===== config.mk =====
export PLATFORM = sky130hd
export DESIGN_NAME = accel_i2c_poll_sequencer
export DESIGN_NICKNAME = d
export VERILOG_FILES = /design/src/design/aips_pkg.sv /design/src/design/accel_i2c_poll_sequencer.sv /design/src/design/aips_csr.sv /design/src/design/aips_ctrl.sv
export VERILOG_INCLUDE_DIRS = /design/src /design/src/design
export SDC_FILE = /design/constraint.sdc
export NUM_CORES = 1
export LEC_CHECK = 0
export BUFFER_PORTS_ARGS = -buffer_cell sky130_fd_sc_hd__buf_2
export CAP_MARGIN = 20
export CELL_PAD_IN_SITES_DETAIL_PLACEMENT = 1
export CELL_PAD_IN_SITES_GLOBAL_PLACEMENT = 2
export CORE_MARGIN = 3
export CORE_UTILIZATION = 40
export DETAILED_ROUTE_END_ITERATION = 6
export GPL_ROUTABILITY_DRIVEN = 0
export PLACE_DENSITY_LB_ADDON = 0.1
export SLEW_MARGIN = 20
export SYNTH_ARGS = -nofsm -noshare
export SYNTH_HDL_FRONTEND = slang
export SYNTH_HIERARCHICAL = 1
export SYNTH_SLANG_ARGS = --single-unit

===== constraint.sdc =====
create_clock -name clock -period 4.45 [get_ports clock]
set_input_delay 0.6675 -clock clock [delete_from_list [all_inputs] [get_ports clock]]
set_output_delay 0.6675 -clock clock [all_outputs]
set_load 0.005 [all_outputs]

===== src/design/assert_macros.svh =====
// Assertion helpers used by the RTL.
`ifndef ASSERT_MACROS_SVH
`define ASSERT_MACROS_SVH

// Same-cycle implication, disabled during reset.
`define ASSERT_IMP(label, clk, rst, ante, cons) \
   label: assert property (@(posedge clk) disable iff (rst) (ante) |-> (cons)) \
      else $error("implication check failed");

// Next-cycle implication, disabled during reset.
`define ASSERT_NXT(label, clk, rst, ante, cons) \
   label: assert property (@(posedge clk) disable iff (rst) (ante) |=> (cons)) \
      else $error("next-cycle check failed");

`endif


===== src/design/aips_pkg.sv =====
`default_nettype none

package aips_pkg;

   // Event kinds
   typedef enum logic [1:0] {
      KIND_START     = 2'd0,
      KIND_DATA_RDY  = 2'd1,
      KIND_BUS_EVENT = 2'd2,
      KIND_BUS_ERROR = 2'd3
   } kind_type;

   // Sequence steps
   typedef enum logic [3:0] {
      SQ_IDLE    = 4'd0,
      SQ_C1_ZERO = 4'd1,
      SQ_C3_ZERO = 4'd2,
      SQ_C3_SET  = 4'd3,
      SQ_C1_SET  = 4'd4,
      SQ_READ_X  = 4'd5,
      SQ_READ_Y  = 4'd6,
      SQ_READ_Z  = 4'd7
   } step_type;

   // Bus phases of a read transfer
   localparam logic [2:0] RD_PH_SB    = 3'd0;
   localparam logic [2:0] RD_PH_ADDR  = 3'd1;
   localparam logic [2:0] RD_PH_BTF   = 3'd2;
   localparam logic [2:0] RD_PH_RSB   = 3'd3;
   localparam logic [2:0] RD_PH_RADDR = 3'd4;
   localparam logic [2:0] RD_PH_RXNE  = 3'd5;

   // Bus phases of a write transfer
   localparam logic [2:0] WR_PH_SB    = 3'd0;
   localparam logic [2:0] WR_PH_ADDR  = 3'd1;
   localparam logic [2:0] WR_PH_TXE   = 3'd2;
   localparam logic [2:0] WR_PH_BTF   = 3'd3;

   // Accelerometer register addresses
   localparam logic [7:0] ACC_CTRL1 = 8'h20;
   localparam logic [7:0] ACC_CTRL3 = 8'h22;
   localparam logic [7:0] ACC_OUT_X = 8'h29;
   localparam logic [7:0] ACC_OUT_Y = 8'h2B;
   localparam logic [7:0] ACC_OUT_Z = 8'h2D;

   // Configuration registers
   localparam int          CSR_INDEX_W = 2;
   localparam int          CSR_DATA_W  = 8;
   localparam logic [1:0]  CSR_DEVICE_ADDRESS = 2'd0;
   localparam logic [1:0]  CSR_CTRL1_INIT     = 2'd1;
   localparam logic [1:0]  CSR_CTRL3_INIT     = 2'd2;
   localparam logic [6:0]  DEVICE_ADDRESS_RST = 7'h1C;
   localparam logic [7:0]  CTRL1_INIT_RST     = 8'b01000111;
   localparam logic [7:0]  CTRL3_INIT_RST     = 8'b00000100;

   typedef struct packed {
      logic [6:0] device_address;
      logic [7:0] ctrl1_init;
      logic [7:0] ctrl3_init;
   } cfg_type;

   typedef struct packed {
      kind_type        kind;
      logic            flag_sb;
      logic            flag_addr;
      logic            flag_btf;
      logic            flag_txe;
      logic            flag_rxne;
      logic signed [7:0] rx_byte;
      logic            int_line_high;
   } req_type;

   typedef struct packed {
      logic       dr_write;
      logic [7:0] dr_byte;
      logic       send_start;
      logic       send_stop;
      logic       clear_ack;
      logic       led_update;
      logic [1:0] led_axis;
      logic [7:0] led_level;
      logic       watchdog_kick;
      logic       system_reset;
   } rsp_type;

   typedef struct packed {
      logic [2:0] bus_phase;
      logic       is_read;
      logic [7:0] target_register;
      logic [7:0] write_value;
      step_type   step;
      logic       ready_pending;
   } seq_state_type;

   localparam seq_state_type SEQ_STATE_RST = '{
      bus_phase:       3'd0,
      is_read:         1'b0,
      target_register: 8'd0,
      write_value:     8'd0,
      step:            SQ_IDLE,
      ready_pending:   1'b0
   };

endpackage

`default_nettype wire


===== src/design/accel_i2c_poll_sequencer.sv =====
// Event-driven I2C master sequencer for a three-axis accelerometer.
// Request channel (req_*): one event per request - start-up, data ready,
// bus status flags or bus error - with the status flags, received byte
// and interrupt line level. Response channel (rsp_*): exactly one response
// per request carrying the bus action (data register byte, start, stop,
// ack clear), an LED level for each received axis, watchdog kick and
// system reset request.
// Pipeline: two register stages, the request register, where a request is
// decided, then the response register.
// Throughput: one request per cycle unless the response side stalls; each
// decision is a single pass of the phase/step logic against the sequencer
// state register.
// Stall: while rsp_ready is low the response register holds; one more
// request is held in the request register, then req_ready drops.
// Reset clears the sequencer to idle, empties both stages and loads the
// configuration defaults (address 0x1C, CTRL1 0x47, CTRL3 0x04).
// csr_* writes are registered and should only be made while idle.
`default_nettype none
`include "assert_macros.svh"

module accel_i2c_poll_sequencer
   import aips_pkg::*;
(
   input  wire logic                   clock,
   input  wire logic                   reset,
   // configuration
   input  wire logic                   csr_wr_en,
   input  wire logic [CSR_INDEX_W-1:0] csr_index,
   input  wire logic [CSR_DATA_W-1:0]  csr_wr_data,
   // request channel
   input  wire logic                   req_valid,
   output      logic                   req_ready,
   input  wire logic [1:0]             req_kind,
   input  wire logic                   req_flag_sb,
   input  wire logic                   req_flag_addr,
   input  wire logic                   req_flag_btf,
   input  wire logic                   req_flag_txe,
   input  wire logic                   req_flag_rxne,
   input  wire logic signed [7:0]      req_rx_byte,
   input  wire logic                   req_int_line_high,
   // response channel
   output      logic                   rsp_valid,
   input  wire logic                   rsp_ready,
   output      logic                   rsp_dr_write,
   output      logic [7:0]             rsp_dr_byte,
   output      logic                   rsp_send_start,
   output      logic                   rsp_send_stop,
   output      logic                   rsp_clear_ack,
   output      logic                   rsp_led_update,
   output      logic [1:0]             rsp_led_axis,
   output      logic [7:0]             rsp_led_level,
   output      logic                   rsp_watchdog_kick,
   output      logic                   rsp_system_reset
);

   cfg_type cfg;
   req_type req_ff;
   req_type req_in;
   logic    req_valid_ff;
   logic    req_valid_in;
   rsp_type rsp_ff;
   rsp_type rsp_comb;
   logic    rsp_valid_ff;
   logic    rsp_valid_in;
   logic    advance;
   logic    req_take;

   aips_csr u_csr (
      .clock       (clock),
      .reset       (reset),
      .csr_wr_en   (csr_wr_en),
      .csr_index   (csr_index),
      .csr_wr_data (csr_wr_data),
      .cfg         (cfg)
   );

   // Held request moves on when the response register is free or draining
   assign advance   = req_valid_ff && (!rsp_valid_ff || rsp_ready);
   assign req_ready = !req_valid_ff || advance;
   assign req_take  = req_valid && req_ready;

   // Request register
   always_comb begin
      req_in.kind          = kind_type'(req_kind);
      req_in.flag_sb       = req_flag_sb;
      req_in.flag_addr     = req_flag_addr;
      req_in.flag_btf      = req_flag_btf;
      req_in.flag_txe      = req_flag_txe;
      req_in.flag_rxne     = req_flag_rxne;
      req_in.rx_byte       = req_rx_byte;
      req_in.int_line_high = req_int_line_high;
   end

   always_comb begin
      if (req_take) begin
         req_valid_in = 1'b1;
      end else if (advance) begin
         req_valid_in = 1'b0;
      end else begin
         req_valid_in = req_valid_ff;
      end
   end

   always_ff @(posedge clock) begin
      if (reset) begin
         req_valid_ff <= 1'b0;
      end else begin
         req_valid_ff <= req_valid_in;
      end
   end

   always_ff @(posedge clock) begin
      if (req_take) begin
         req_ff <= req_in;
      end
   end

   aips_ctrl u_ctrl (
      .clock (clock),
      .reset (reset),
      .go    (advance),
      .req   (req_ff),
      .cfg   (cfg),
      .rsp   (rsp_comb)
   );

   // Response register
   always_comb begin
      if (advance) begin
         rsp_valid_in = 1'b1;
      end else if (rsp_ready) begin
         rsp_valid_in = 1'b0;
      end else begin
         rsp_valid_in = rsp_valid_ff;
      end
   end

   always_ff @(posedge clock) begin
      if (reset) begin
         rsp_valid_ff <= 1'b0;
      end else begin
         rsp_valid_ff <= rsp_valid_in;
      end
   end

   always_ff @(posedge clock) begin
      if (advance) begin
         rsp_ff <= rsp_comb;
      end
   end

   assign rsp_valid         = rsp_valid_ff;
   assign rsp_dr_write      = rsp_ff.dr_write;
   assign rsp_dr_byte       = rsp_ff.dr_byte;
   assign rsp_send_start    = rsp_ff.send_start;
   assign rsp_send_stop     = rsp_ff.send_stop;
   assign rsp_clear_ack     = rsp_ff.clear_ack;
   assign rsp_led_update    = rsp_ff.led_update;
   assign rsp_led_axis      = rsp_ff.led_axis;
   assign rsp_led_level     = rsp_ff.led_level;
   assign rsp_watchdog_kick = rsp_ff.watchdog_kick;
   assign rsp_system_reset  = rsp_ff.system_reset;

   // Checks
   `ASSERT_IMP(a_err_alone, clock, reset, rsp_valid && rsp_system_reset,
               !rsp_watchdog_kick && !rsp_dr_write && !rsp_send_start &&
               !rsp_send_stop && !rsp_led_update)
   `ASSERT_IMP(a_led_kick, clock, reset, rsp_valid && rsp_led_update,
               rsp_watchdog_kick && (rsp_led_axis != 2'd3))
   `ASSERT_IMP(a_byte_zero, clock, reset, rsp_valid && !rsp_dr_write, rsp_dr_byte == 8'd0)
   `ASSERT_IMP(a_full_stall, clock, reset, req_valid_ff && rsp_valid && !rsp_ready, !req_ready)
   `ASSERT_NXT(a_take_shows, clock, reset, advance, rsp_valid)

endmodule

`default_nettype wire


===== src/design/aips_csr.sv =====
`default_nettype none

module aips_csr
   import aips_pkg::*;
(
   input  wire logic                   clock,
   input  wire logic                   reset,
   input  wire logic                   csr_wr_en,
   input  wire logic [CSR_INDEX_W-1:0] csr_index,
   input  wire logic [CSR_DATA_W-1:0]  csr_wr_data,
   output      cfg_type                cfg
);

   cfg_type cfg_ff;
   cfg_type cfg_in;

   // Register write decode; indexes past the list are dropped
   always_comb begin
      cfg_in = cfg_ff;
      if (csr_wr_en) begin
         unique case (csr_index)
            CSR_DEVICE_ADDRESS: cfg_in.device_address = csr_wr_data[6:0];
            CSR_CTRL1_INIT:     cfg_in.ctrl1_init     = csr_wr_data;
            CSR_CTRL3_INIT:     cfg_in.ctrl3_init     = csr_wr_data;
            default:            cfg_in = cfg_ff;
         endcase
      end
   end

   always_ff @(posedge clock) begin
      if (reset) begin
         cfg_ff.device_address <= DEVICE_ADDRESS_RST;
         cfg_ff.ctrl1_init     <= CTRL1_INIT_RST;
         cfg_ff.ctrl3_init     <= CTRL3_INIT_RST;
      end else begin
         cfg_ff <= cfg_in;
      end
   end

   assign cfg = cfg_ff;

endmodule

`default_nettype wire


===== src/design/aips_ctrl.sv =====
`default_nettype none

module aips_ctrl
   import aips_pkg::*;
(
   input  wire logic clock,
   input  wire logic reset,
   input  wire logic go,
   input  wire req_type req,
   input  wire cfg_type cfg,
   output      rsp_type rsp
);

   seq_state_type st_ff;
   seq_state_type st_in;
   logic [7:0]    addr_byte;
   logic          idle;
   logic          hit;
   logic [3:0]    axis_diff;

   // Load a transfer for a sequence step, starting at the first phase
   function automatic seq_state_type begin_xfer(input seq_state_type s,
                                                input step_type nxt,
                                                input cfg_type c);
      seq_state_type r;
      r           = s;
      r.step      = nxt;
      r.bus_phase = 3'd0;
      unique case (nxt)
         SQ_C1_ZERO: begin
            r.is_read = 1'b0; r.target_register = ACC_CTRL1; r.write_value = 8'd0;
         end
         SQ_C3_ZERO: begin
            r.is_read = 1'b0; r.target_register = ACC_CTRL3; r.write_value = 8'd0;
         end
         SQ_C3_SET: begin
            r.is_read = 1'b0; r.target_register = ACC_CTRL3; r.write_value = c.ctrl3_init;
         end
         SQ_C1_SET: begin
            r.is_read = 1'b0; r.target_register = ACC_CTRL1; r.write_value = c.ctrl1_init;
         end
         SQ_READ_X: begin
            r.is_read = 1'b1; r.target_register = ACC_OUT_X;
         end
         SQ_READ_Y: begin
            r.is_read = 1'b1; r.target_register = ACC_OUT_Y;
         end
         default: begin
            r.is_read = 1'b1; r.target_register = ACC_OUT_Z;
         end
      endcase
      return r;
   endfunction

   assign addr_byte = {cfg.device_address, 1'b0};
   assign idle      = (st_ff.step == SQ_IDLE);
   assign axis_diff = 4'(st_ff.step) - 4'(SQ_READ_X);

   // Next state and result for one request
   always_comb begin
      st_in = st_ff;
      rsp   = '0;
      hit   = 1'b0;
      unique case (req.kind)
         KIND_START: begin
            st_in.ready_pending = 1'b0;
            st_in = begin_xfer(st_in, SQ_C1_ZERO, cfg);
            rsp.send_start = 1'b1;
         end
         KIND_DATA_RDY: begin
            if (idle) begin
               st_in = begin_xfer(st_ff, SQ_READ_X, cfg);
               rsp.send_start = 1'b1;
            end else begin
               st_in.ready_pending = 1'b1;
            end
         end
         KIND_BUS_ERROR: begin
            st_in = SEQ_STATE_RST;
            rsp.system_reset = 1'b1;
         end
         default: begin
            if (!idle && st_ff.is_read) begin
               // read transfer: address, register, repeated start, single byte
               unique case (st_ff.bus_phase)
                  RD_PH_SB: if (req.flag_sb) begin
                     hit = 1'b1; rsp.dr_write = 1'b1; rsp.dr_byte = addr_byte;
                  end
                  RD_PH_ADDR: if (req.flag_addr) begin
                     hit = 1'b1; rsp.dr_write = 1'b1; rsp.dr_byte = st_ff.target_register;
                  end
                  RD_PH_BTF: if (req.flag_btf) begin
                     hit = 1'b1; rsp.send_start = 1'b1;
                  end
                  RD_PH_RSB: if (req.flag_sb) begin
                     hit = 1'b1; rsp.dr_write = 1'b1;
                     rsp.dr_byte = addr_byte | 8'd1; rsp.clear_ack = 1'b1;
                  end
                  RD_PH_RADDR: if (req.flag_addr) begin
                     hit = 1'b1; rsp.send_stop = 1'b1;
                  end
                  RD_PH_RXNE: if (req.flag_rxne) begin
                     hit = 1'b1;
                  end
                  default: hit = 1'b0;
               endcase
               if (hit) begin
                  rsp.watchdog_kick = 1'b1;
                  if (st_ff.bus_phase != RD_PH_RXNE) begin
                     st_in.bus_phase = st_ff.bus_phase + 3'd1;
                  end else begin
                     // byte in hand: drive the LED, then next axis, a new X read or finish
                     rsp.led_update = 1'b1;
                     rsp.led_axis   = axis_diff[1:0];
                     rsp.led_level  = req.rx_byte[7] ? 8'(-req.rx_byte)
                                                     : 8'(req.rx_byte);
                     st_in.bus_phase = 3'd0;
                     priority if (st_ff.step == SQ_READ_X) begin
                        st_in = begin_xfer(st_in, SQ_READ_Y, cfg);
                        rsp.send_start = 1'b1;
                     end else if (st_ff.step == SQ_READ_Y) begin
                        st_in = begin_xfer(st_in, SQ_READ_Z, cfg);
                        rsp.send_start = 1'b1;
                     end else if (req.int_line_high || st_ff.ready_pending) begin
                        st_in.ready_pending = 1'b0;
                        st_in = begin_xfer(st_in, SQ_READ_X, cfg);
                        rsp.send_start = 1'b1;
                     end else begin
                        st_in.step = SQ_IDLE;
                     end
                  end
               end
            end else if (!idle) begin
               // write transfer: address, register, value, stop
               unique case (st_ff.bus_phase)
                  WR_PH_SB: if (req.flag_sb) begin
                     hit = 1'b1; rsp.dr_write = 1'b1; rsp.dr_byte = addr_byte;
                  end
                  WR_PH_ADDR: if (req.flag_addr) begin
                     hit = 1'b1; rsp.dr_write = 1'b1; rsp.dr_byte = st_ff.target_register;
                  end
                  WR_PH_TXE: if (req.flag_txe) begin
                     hit = 1'b1; rsp.dr_write = 1'b1; rsp.dr_byte = st_ff.write_value;
                  end
                  WR_PH_BTF: if (req.flag_btf) begin
                     hit = 1'b1; rsp.send_stop = 1'b1;
                  end
                  default: hit = 1'b0;
               endcase
               if (hit) begin
                  rsp.watchdog_kick = 1'b1;
                  if (st_ff.bus_phase != WR_PH_BTF) begin
                     st_in.bus_phase = st_ff.bus_phase + 3'd1;
                  end else begin
                     st_in.bus_phase = 3'd0;
                     priority if (st_ff.step == SQ_C1_ZERO) begin
                        st_in = begin_xfer(st_in, SQ_C3_ZERO, cfg);
                        rsp.send_start = 1'b1;
                     end else if (st_ff.step == SQ_C3_ZERO) begin
                        st_in = begin_xfer(st_in, SQ_C3_SET, cfg);
                        rsp.send_start = 1'b1;
                     end else if (st_ff.step == SQ_C3_SET) begin
                        st_in = begin_xfer(st_in, SQ_C1_SET, cfg);
                        rsp.send_start = 1'b1;
                     end else if (req.int_line_high || st_ff.ready_pending) begin
                        st_in.ready_pending = 1'b0;
                        st_in = begin_xfer(st_in, SQ_READ_X, cfg);
                        rsp.send_start = 1'b1;
                     end else begin
                        st_in.step = SQ_IDLE;
                     end
                  end
               end
            end
         end
      endcase
   end

   // Sequencer state advances once per processed request
   always_ff @(posedge clock) begin
      if (reset) begin
         st_ff <= SEQ_STATE_RST;
      end else if (go) begin
         st_ff <= st_in;
      end
   end

endmodule

`default_nettype wire


==> reports/metrics.csv, run 1 <==
stage;metric;value;unit
status;outcome;finished clean;
setup_path;critical-path maximum fanout;12;
layout;fillers;1317;
synth;post-synth cell types;62;
grt;GRT Util Overall;0.202;
route;drt total wl;12900;um
layout;n_diodes;0;
place;IO buf count;57;
pwr;Clk pwr share;0.439;
timing;clock skew;5.86;ps
synth;syn_area_per_cell;9.76;um^2
clock_tree;Worst-path clk slew;70;ps
route;drc violations;0;
timing;Slew @ Worst Pin;985;ps
synth;top post-synthesis cells by area;edfxtp_1 (26%), dfxtp_1 (21%), mux2i_1 (5.3%);
pwr;Pint;0.00150;W
timing;Slew Limit Fails;0;
pwr;Comb pwr share;0.091;
timing;Final setup viols;0;
synth;Mapped Cells;485;
die;CORE AREA;0.0115;mm^2
setup_path;Worst Setup End Kind;flip-flop;
place;placed cells;655;
synth;Post-synth top flop;dfxtp_1;
layout;multi-input logic area;0.00231;mm^2
timing;Tmin final;3040;ps
grt;largest net degree at the start of global routing;42;
synth;post-synthesis register bit count;90;
setup_path;CP Buf/Inv Count;1;
synth;Syn Nets;531;
run;maxcap violations;0;
pwr;Seq pwr share;0.470;
layout;Area Overhead vs Synth;14.1;%
synth;post-synthesis sequential area ratio;0.467;
clock_tree;Num CTS Buffers;9;
die;Site Rows;39;
synth;top-area cell type share of the netlist area;0.260;
grt;antenna violations before repair;0;
pwr;Leakage;2.13;nW
setup_path;worst path cell trace;inv_1 -> ha_1 -> a22oi_1 -> a21oi_2 -> o22ai_1 -> nand3b_1 -> a211o_1 -> mux2_4;
setup_path;Slowest cell on crit path;dfxtp_1;
setup_path;Setup Crit Path Kind;flip-flop to flip-flop;
pwr;VDD IR max;0.259;mV
die;Ports;58;
synth;area leader, netlist;edfxtp_1;
setup_path;CP startpoint kind;flip-flop;
timing;Min Hold Slack;472;ps
clock_tree;Clock Path Buffers;2;
grt;number of global-route vias before repair;3867;
setup_path;worst path arrival time;3270;ps
die;Die Width;115;um
synth;synth warn;6;
hold_path;Worst Hold Class;flip-flop to flip-flop;
clock_tree;# hold bufs at CTS;0;
pwr;Net Sw Frac;0.234;
place;detailed placement HPWL;9380;um
route;drt wl/cell;19.2;um
synth;Post-synth EDFFs;41;
timing;sum of negative setup slack;0;ps
clock_tree;TritonCTS clock tree;yes;
setup_path;CP delay by family, top;compound AO/OA/AOI/OAI gates;
die;effective utilization at floorplan;0.411;
route;antenna viol nets, final;0;
layout;layout cell share with drive strength beyond 1;0.182;
timing;worst rel slew slack;0.344;
timing;final hold viol count;0;
clock_tree;clk root buf;clkbuf_16;
clock_tree;H-tree depth;3;
synth;Post-Syn Area;0.00474;mm^2
route;First-pass DRT Iterations;5;
timing;RSZ-0062 raised after global routing;no;
die;die height;115;um
clock_tree;CTS sink count;90;
timing;period utilisation layout;0.683;
synth;asr flop ratio synth;0;
layout;Storage cell area;0.00221;mm^2
route;initial DRC count;260;
grt;global-route wire length before repair;20600;um
pwr;pwr dens;362;mW/mm^2
die;die area;0.0132;mm^2
route;vias;3768;
grt;GRT overflow;0;
layout;post-layout util;0.469;
pwr;sw power;0.000457;W
timing;Max Clk Rate;0.329;GHz
layout;final net count;569;
clock_tree;# resized after CTS;0;
clock_tree;Setup Buffers After CTS;0;
setup_path;max incr delay on CP;610;ps
route;Vias/cell;5.62;
layout;final instance count without filler cells;671;
layout;most frequent cells in the layout;buf_2 (57), nor2_1 (57), dfxtp_1 (49);
clock_tree;clock insertion delay at the later pin of the skew report;350;ps
setup_path;WP data required;4680;ps
## kinds of logic (layout without fill, tap and decap cells)
group,Yosys count,count (layout),synth area share
xor gates and xnor gates,5,5,0.00925
adders and majority gates,15,15,0.0396
and+or+nand+nor,185,185,0.204
AOI/OAI and AO/OA,108,108,0.155
buffers and inverters,49,92,0.0468
DFF,90,90,0.467
muxes,33,33,0.0782
## cell usage after synthesis, types with 6 or more instances
master and count:
a21oi_1 35, a22oi_1 19, buf_2 9, clkbuf_1 15, dfxtp_1 49, edfxtp_1 41
ha_1 15, inv_1 18, mux2_4 8, mux2i_1 25, nand2_1 35, nand2b_1 26
nand3_1 9, nand3b_1 10, nor2_1 57, nor2b_1 14, nor3_1 7, o21a_1 8
o21ai_0 7, o221ai_1 6, o31ai_1 6
## cell type report
| cell class | count | area share |
|---|---|---|
| sequential | 90 | 0.409 |
| timing repair buffer | 58 | 0.0542 |
| tap | 143 | 0.0331 |
| clock inverter | 2 | 0.00671 |
| clock buffer | 14 | 0.0569 |
| inverter | 18 | 0.0125 |
| multi-input combinational | 346 | 0.427 |
## registers in the layout (all words and copies together), names as in the netlist
name               flops
req_valid_ff           1
rsp_system_reset       1
rsp_watchdog_kick      1
rsp_dr_write           1
rsp_led_axis           2
rsp_send_start         1
rsp_clear_ack          1
u_ctrl/st_ff          24
req_ff                16
rsp_send_stop          1
rsp_valid              1
rsp_led_level          8
rsp_dr_byte            8
u_csr/cfg             23
rsp_led_update         1
## stage by stage
step           cell area, um^2  setup WS [ps]  power, W
2_1_floorplan             4740           2210   0.00105
3_3_place_gp              5050           1530   0.00111
3_5_place_dp              5050           1460   0.00112
4_1_cts                   5400           1440   0.00198
5_1_grt                   5410           1230   0.00204
6_report                  5410           1410   0.00196
## path summary, 6_finish.rpt
check / depth (start not counted) / start / to / slack [ps]
max: 8 / u_ctrl/st_ff[24] / u_ctrl/st_ff[12] / 1410
min: 1 / u_ctrl/st_ff[18] / u_ctrl/st_ff[18] / 470
max reg2reg: 8 / u_ctrl/st_ff[24] / u_ctrl/st_ff[12] / 1410
min reg2reg: 1 / u_ctrl/st_ff[18] / u_ctrl/st_ff[18] / 470
## power groups by stage
stage          logic [W]  registers [W]  clock network, W
2_1_floorplan   0.000122       0.000928                 0
3_3_place_gp    0.000174       0.000936                 0
3_5_place_dp    0.000178       0.000937                 0
4_1_cts         0.000179       0.000919          0.000883
5_1_grt         0.000199       0.000923          0.000916
6_report        0.000178       0.000919          0.000859
## per-layer routing
metal  track usage  part of all wire  up-vias  routed length, um
met2         0.341              0.48       93               6190
met1         0.256              0.46     1855               5920
met3        0.0558             0.050       10                644
met5             0                 0        -                  0
li1              -                 -     1810                  -
met4        0.0524             0.010        0                132
(Power assumes the default switching activity.)
==> run 2, diff against run 1 <==
--- a/config.mk
+++ b/config.mk
@@ -6,12 +6,13 @@
 export SDC_FILE = /design/constraint.sdc
 export NUM_CORES = 1
 export LEC_CHECK = 0
+export ABC_AREA = 1
 export BUFFER_PORTS_ARGS = -buffer_cell sky130_fd_sc_hd__buf_2
 export CAP_MARGIN = 20
 export CELL_PAD_IN_SITES_DETAIL_PLACEMENT = 1
 export CELL_PAD_IN_SITES_GLOBAL_PLACEMENT = 2
 export CORE_MARGIN = 3
-export CORE_UTILIZATION = 40
+export CORE_UTILIZATION = 34
 export DETAILED_ROUTE_END_ITERATION = 6
 export GPL_ROUTABILITY_DRIVEN = 0
 export PLACE_DENSITY_LB_ADDON = 0.1
==> constraint.sdc (replaced) <==
create_clock -name clock -period 2.8 [get_ports clock]
set_input_delay 0.42 -clock clock [delete_from_list [all_inputs] [get_ports clock]]
set_output_delay 0.42 -clock clock [all_outputs]
set_load 0.005 [all_outputs]
==> run 2 against run 1 <==
Effect of this change: synthesized cell count increased by 24%; global-route usage decreased by 1.8 points; clock power increased by 48%; maximum frequency increased by 22%; largest power group unchanged; cell area increased by 0.60%; sequential power increased by 64%; worst hold slack got worse by 230 ps; highest routed layer unchanged; core utilization decreased by 6.4 points; via count increased by 6.5%; critical path depth unchanged; die area increased by 16%; clock-buffer cell count decreased by 2.
==> reports/metrics.csv, run 2 <==
stage;metric;value;unit;change
synth;top-area cell type share of the netlist area;0.261;;+0.00124
timing;Slew Limit Fails;0;;unchanged
setup_path;worst path arrival time;2650;ps;-620 ps
timing;sum of negative setup slack;0;ps;unchanged
synth;post-synthesis register bit count;90;;unchanged
synth;Syn Nets;647;;+22%
run;maxcap violations;0;;unchanged
timing;Tmin final;2480;ps;-554 ps
grt;largest net degree at the start of global routing;26;;-38%
setup_path;CP Buf/Inv Count;3;;+2
layout;layout cell share with drive strength beyond 1;0.166;;-0.0154
layout;final net count;702;;+23%
die;CORE AREA;0.0134;mm^2;+16%
layout;Area Overhead vs Synth;15.4;%;
timing;worst rel slew slack;0.473;;+0.130
synth;Post-synth EDFFs;41;;unchanged
clock_tree;Num CTS Buffers;9;;unchanged
timing;period utilisation layout;0.887;;+0.204
layout;Largest Register;u_ctrl/st_ff;;
route;First-pass DRT Iterations;4;;-1
pwr;VDD IR max;0.324;mV;+25%
pwr;Tot Pwr;0.00339;W;+73%
layout;fillers;1691;;+28%
layout;most frequent cells in the layout;nand2_1 (139), nor2_1 (107), inv_1 (79);;
place;detailed placement HPWL;10100;um;+7.9%
clock_tree;clk root buf;clkbuf_16;;
setup_path;most used cell, CP;inv_1;;
layout;final instance count without filler cells;837;;+25%
route;drt total wl;13300;um;+3.1%
grt;GRT Util Overall;0.183;;-0.0182
setup_path;Reg2Reg Setup Slack;320;ps;-1100 ps
setup_path;Slowest cell on crit path;edfxtp_1;;
setup_path;r2r endpoint;rsp_led_level[7];;
die;Ports;58;;unchanged
route;vias;4014;;+6.5%
route;initial DRC count;293;;+13%
grt;GRT overflow;0;;unchanged
timing;RSZ-0062 raised after global routing;no;;
route;antenna viol nets, final;0;;unchanged
setup_path;CP delay by family, top;simple AND/OR/NAND/NOR gates;;
synth;Post-synth top flop;dfxtp_1;;
die;die area;0.0153;mm^2;+16%
place;IO buf count;57;;unchanged
setup_path;worst path cell trace;inv_1 -> ha_1 -> inv_1 -> nor2_2 -> inv_1 -> nor2_1 -> nand2_1 -> nor4_1;;
place;placed cells;821;;+25%
route;drt wl/cell;15.9;um;-17%
synth;synth warn;6;;unchanged
route;drc violations;0;;unchanged
synth;post-synthesis sequential area ratio;0.469;;+0.00223
timing;final hold viol count;0;;unchanged
clock_tree;TritonCTS clock tree;yes;;
layout;commonest non-fill, non-tap cell in the layout;nand2_1;;
hold_path;Hold EP;req_ff[3];;
clock_tree;CTS sink count;90;;unchanged
setup_path;R2R Path Start;req_ff[14];;
setup_path;WP data required;2960;ps;-1720 ps
synth;most numerous cell in the Yosys netlist;nand2_1;;
synth;Synth top cells by count;nand2_1 (139), nor2_1 (108), inv_1 (79), dfxtp_1 (49), edfxtp_1 (41);;
die;Site Rows;42;;+7.7%
route;Vias/cell;4.80;;-15%
status;outcome;finished clean;;
layout;n_diodes;0;;unchanged
setup_path;R2R cell count;8;;unchanged
setup_path;CP startpoint kind;flip-flop;;
clock_tree;Clock Path Buffers;2;;unchanged
clock_tree;H-tree depth;3;;unchanged
hold_path;Worst Hold Class;input port to flip-flop;;
clock_tree;Worst-path clk slew;70;ps;about the same
synth;syn_area_per_cell;7.84;um^2;-20%
synth;top post-synthesis cells by area;edfxtp_1 (26%), dfxtp_1 (21%), nand2_1 (11%);;
grt;global-route wire length before repair;21200;um;+2.8%
die;Die Width;124;um;+7.8%
setup_path;Setup Crit Path Kind;flip-flop to flip-flop;;
pwr;Leakage;2.61;nW;+23%
timing;Final setup viols;0;;unchanged
clock_tree;# hold bufs at CTS;0;;unchanged
synth;asr flop ratio synth;0;;unchanged
synth;Post-Syn Area;0.00471;mm^2;-0.48%
clock_tree;Setup Buffers After CTS;0;;unchanged
die;die height;124;um;+7.8%
grt;antenna violations before repair;0;;unchanged
timing;Slew @ Worst Pin;789;ps;-195 ps
die;effective utilization at floorplan;0.352;;-0.0595
timing;Max Clk Rate;0.403;GHz;+22%
hold_path;hold wc startpoint;req_rx_byte[2];;
setup_path;max incr delay on CP;430;ps;-180 ps
clock_tree;clock insertion delay at the later pin of the skew report;350;ps;about the same
synth;post-synth cell types;40;;-35%
timing;clock skew;5.90;ps;+0.0383 ps
synth;area leader, netlist;edfxtp_1;;
setup_path;critical-path maximum fanout;14;;+2
layout;max reg flops;24;;unchanged
synth;Mapped Cells;601;;+24%
hold_path;hold depth;1;;unchanged
grt;number of global-route vias before repair;4020;;+4.0%
pwr;pwr dens;623;mW/mm^2;+72%
setup_path;Worst Setup End Kind;flip-flop;;
run 2: cell count changes after synthesis, sizes merged, moves of 14 or more:
cell,previous run,this run
nand2,35,149
inv,18,85
nor2,57,116
nand3,9,43
nand2b,26,0
mux2i,25,0
nor2b,15,0
a22oi,19,5
run 2: repair_timing:
| action | CTS | global route |
|---|---|---|
| gates resized for setup | 0 | 1 |
| setup endpoints to repair | 0 | 1 |
| hold endpoints to repair | 0 | 0 |
run 2: worst reg2reg max path: cells and delay by family (launching register included):
kind                       cells  cell delay (ps)
and+or+nand+nor                4              930
buffers and inverters          3              550
DFF                            1              430
adders and majority gates      1              390
run 2: logic make-up (layout without fill, tap and decap cells):
family                   after synthesis  after routing  synth area share
buffers and inverters                100            160            0.0937
adder cells (fa/ha/maj)               15             15            0.0398
XOR/XNOR                               4              4           0.00743
AO/OA/AOI/OAI                         66             66            0.0839
flip-flops                            90             90             0.469
AND/OR/NAND/NOR                      326            326             0.306
run 2: area by class of cell:
cell class	instances	area [um^2]	area share
inverters	85	324	0.0596
clock buffers	12	258	0.0474
flip-flops and latches	90	2210	0.407
clock inverters	4	57.6	0.0106
repair buffers	59	300	0.0552
well taps	176	220	0.0405
multi-input cells	411	2070	0.380
run 2: how the worst max path moves through the flow:
stage / from / to / cells after the start
6_report: req_ff[14] / rsp_led_level[7] / 8
5_1_grt: req_ff[14] / rsp_led_level[7] / 8
4_1_cts: req_ff[14] / rsp_led_level[7] / 8
3_5_place_dp: req_ff[14] / rsp_led_level[7] / 8
3_3_place_gp: req_ff[14] / rsp_led_level[7] / 8
2_1_floorplan: rsp_ready / u_ctrl/st_ff[10] / 9
run 2: report_power, final:
| group | internal [W] | leakage (nW) | switching (W) |
|---|---|---|---|
| clock | 0.000755 | 0.150 | 0.000520 |
| combinational | 0.000189 | 1.66 | 0.000415 |
| sequential | 0.00145 | 0.800 | 0.0000558 |
run 2: per-stage QoR:
stage	area (um^2)	setup WS, ps	utilization	hold slack [ps]
2_1_floorplan	4710	16.4	-	425
3_3_place_gp	5120	427	0.382	432
3_5_place_dp	5120	254	0.382	442
4_1_cts	5440	221	0.406	229
5_1_grt	5440	19.1	0.406	229
6_report	5440	316	0.406	245
run 2: metal layers:
layer	up-vias	GRT usage	share of wire
li1	2037	-	-
met1	1892	0.254	0.50
met2	76	0.291	0.45
met3	9	0.0441	0.043
met4	0	0.0401	0.0089
met5	-	0	0
==> run 3, diff against run 2 <==
==> constraint.sdc (replaced) <==
create_clock -name clock -period 2.7 [get_ports clock]
set_input_delay 0.405 -clock clock [delete_from_list [all_inputs] [get_ports clock]]
set_output_delay 0.405 -clock clock [all_outputs]
set_load 0.005 [all_outputs]
==> run 3 against run 2 <==
Effect of this change: clock skew is 4.6 ps higher; core utilization decreased by 0.19 points; via count increased by 0.37%; critical path depth is the same; register-to-register slack got worse by 30 ps; power fell by 0.59%; sequential share of layout area increased by 0.19 points; combinational power increased by 4.5%; worst hold slack worse by 12 ps; setup slack worse by 30 ps.
==> reports/metrics.csv, run 3 (synthesis results as in run 2) <==
stage;metric;value;unit;change
status;outcome;finished clean;;
grt;antenna violations before repair;0;;unchanged
pwr;Net Sw Frac;0.308;;+0.0155
timing;Max Clk Rate;0.414;GHz;+2.9%
route;antenna viol nets, final;0;;unchanged
die;die height;124;um;unchanged
setup_path;CP delay by family, top;simple AND/OR/NAND/NOR gates;;
setup_path;Slowest cell on crit path;edfxtp_1;;
clock_tree;Num CTS Buffers;9;;unchanged
timing;worst rel slew slack;0.446;;-0.0270
die;Ports;58;;unchanged
timing;Final setup viols;0;;unchanged
timing;RSZ-0062 raised after global routing;no;;
die;CORE AREA;0.0134;mm^2;unchanged
timing;final hold viol count;0;;unchanged
hold_path;hold depth;1;;unchanged
pwr;Clk pwr share;0.347;;-0.029
setup_path;CP startpoint kind;flip-flop;;
run;maxcap violations;0;;unchanged
timing;period utilisation layout;0.894;;+0.00676
route;drt wl/cell;16.1;um;+1.4%
die;Die Width;124;um;unchanged
route;initial DRC count;234;;-20%
setup_path;r2r endpoint;rsp_led_level[7];;
die;Site Rows;42;;unchanged
grt;largest net degree at the start of global routing;25;;-3.8%
grt;met3 Use GR;0.0459;;+0.00182
layout;Largest Register;u_ctrl/st_ff;;
setup_path;CP Buf/Inv Count;3;;unchanged
setup_path;WP data required;2850;ps;-110 ps
clock_tree;TritonCTS clock tree;yes;;
clock_tree;H-tree depth;3;;unchanged
timing;Tmin final;2410;ps;-70.5 ps
clock_tree;# resized after CTS;0;;unchanged
pwr;VDD IR max;0.297;mV;-8.3%
setup_path;max incr delay on CP;430;ps;about the same
timing;Slew @ Worst Pin;830;ps;+40.4 ps
layout;final net count;705;;+0.43%
hold_path;hold wc startpoint;req_rx_byte[1];;
grt;GRT overflow;0;;unchanged
grt;GR Util met2;0.290;;-0.00101
setup_path;worst path cell trace;inv_1 -> ha_1 -> inv_1 -> nor2_1 -> inv_1 -> nor2_1 -> nand2_1 -> nor4_1;;
grt;global-route wire length before repair;21100;um;-0.72%
pwr;Comb pwr share;0.187;;+0.009
place;detailed placement HPWL;10200;um;+0.67%
pwr;pwr dens;622;mW/mm^2;-0.13%
place;IO buf count;57;;unchanged
clock_tree;Setup Buffers After CTS;0;;unchanged
place;placed inst area;0.00514;mm^2;+0.44%
layout;Area Overhead vs Synth;14.8;%;
grt;Top Usage Layer GRT;met2;;
route;drc violations;0;;unchanged
setup_path;Worst Setup End Kind;flip-flop;;
setup_path;Reg2Reg Setup Slack;290;ps;-30 ps
layout;most frequent cells in the layout;nand2_1 (139), nor2_1 (108), inv_1 (79);;
layout;max reg flops;24;;unchanged
layout;commonest non-fill, non-tap cell in the layout;nand2_1;;
grt;GRT Util Overall;0.182;;-0.00152
die;die area;0.0153;mm^2;unchanged
route;drt total wl;13500;um;+1.8%
clock_tree;Clock Path Buffers;2;;unchanged
clock_tree;Worst-path clk slew;70;ps;about the same
die;effective utilization at floorplan;0.352;;unchanged
layout;n_diodes;0;;unchanged
setup_path;critical-path maximum fanout;14;;unchanged
setup_path;R2R Path Start;req_ff[14];;
grt;number of global-route vias before repair;3952;;-1.7%
clock_tree;CTS sink count;90;;unchanged
route;vias;4029;;+0.37%
setup_path;Setup Crit Path Kind;flip-flop to flip-flop;;
setup_path;worst path arrival time;2570;ps;-80 ps
clock_tree;clock insertion delay at the later pin of the skew report;350;ps;about the same
hold_path;Hold EP;req_ff[2];;
pwr;Pint;0.00233;W;-2.8%
hold_path;Worst Hold Class;input port to flip-flop;;
layout;Finished Cell Area;0.00541;mm^2;-0.46%
route;Vias/cell;4.80;;about the same
timing;sum of negative setup slack;0;ps;unchanged
setup_path;most used cell, CP;inv_1;;
pwr;Leakage;2.60;nW;-0.31%
route;First-pass DRT Iterations;4;;unchanged
clock_tree;# hold bufs at CTS;0;;unchanged
layout;layout cell share with drive strength beyond 1;0.169;;+0.00226
grt;GR Util met1;0.248;;-0.00612
pwr;sw power;0.00104;W;+4.7%
setup_path;R2R cell count;8;;unchanged
pwr;Seq pwr share;0.465;;+0.020
clock_tree;clk root buf;clkbuf_16;;
timing;Slew Limit Fails;0;;unchanged
timing;clock skew;10.5;ps;+4.56 ps
==> run 3: power by group through the flow <==
| stage | sequential, W | combinational [W] | clock [W] |
|---|---|---|---|
| after detailed placement | 0.00160 | 0.000630 | 0 |
| after floorplan | 0.00157 | 0.000450 | 0 |
| after CTS | 0.00157 | 0.000634 | 0.00122 |
| after global placement | 0.00159 | 0.000619 | 0 |
| final | 0.00157 | 0.000630 | 0.00117 |
| after global routing | 0.00158 | 0.000710 | 0.00127 |
==> run 3: metal layers <==
layer	up-vias	wire length [um]
met1	1909	6480
met2	68	6250
met5	-	0
li1	2041	-
met3	11	645
met4	0	149
==> run 3: final cells by class <==
class	count	area [um^2]
clock inverter	6	41.3
fill	1681	7990
sequential	90	2210
tap	176	220
multi-input combinational	411	2060
clock buffer	10	229
inverter	85	324
timing repair buffer	62	323
==> run 3: per-stage QoR <==
stage | setup slack, ps | instances | hold WS [ps] | power (W) | util
floorplan | 478 | 601 | 425 | 0.00202 | -
global placement | 361 | 824 | 442 | 0.00221 | 0.384
detailed placement | 355 | 824 | 442 | 0.00223 | 0.384
CTS | 320 | 840 | 219 | 0.00342 | 0.404
global route | 44.2 | 840 | 213 | 0.00356 | 0.404
finish | 287 | 840 | 233 | 0.00337 | 0.404
==> run 3: worst max-delay path by stage <==
stage | startpoint | endpoint | slack [ps] | depth (start not counted)
after floorplan | rsp_ready | u_ctrl/st_ff[10] | 480 | 9
after global placement | req_ff[14] | rsp_led_axis[0] | 360 | 8
after detailed placement | req_ff[14] | rsp_led_level[7] | 350 | 8
after CTS | req_ff[14] | rsp_led_level[7] | 320 | 8
after global routing | req_ff[14] | rsp_led_level[7] | 40 | 8
final | req_ff[14] | rsp_led_level[7] | 290 | 8
==> run 3: worst register-to-register path, delay by kind of cell (launching register included) <==
kind	cells	cell delay, ps
adder cells (fa/ha/maj)	1	370
flip-flops	1	430
buffers and inverters	3	500
AND/OR/NAND/NOR	4	920
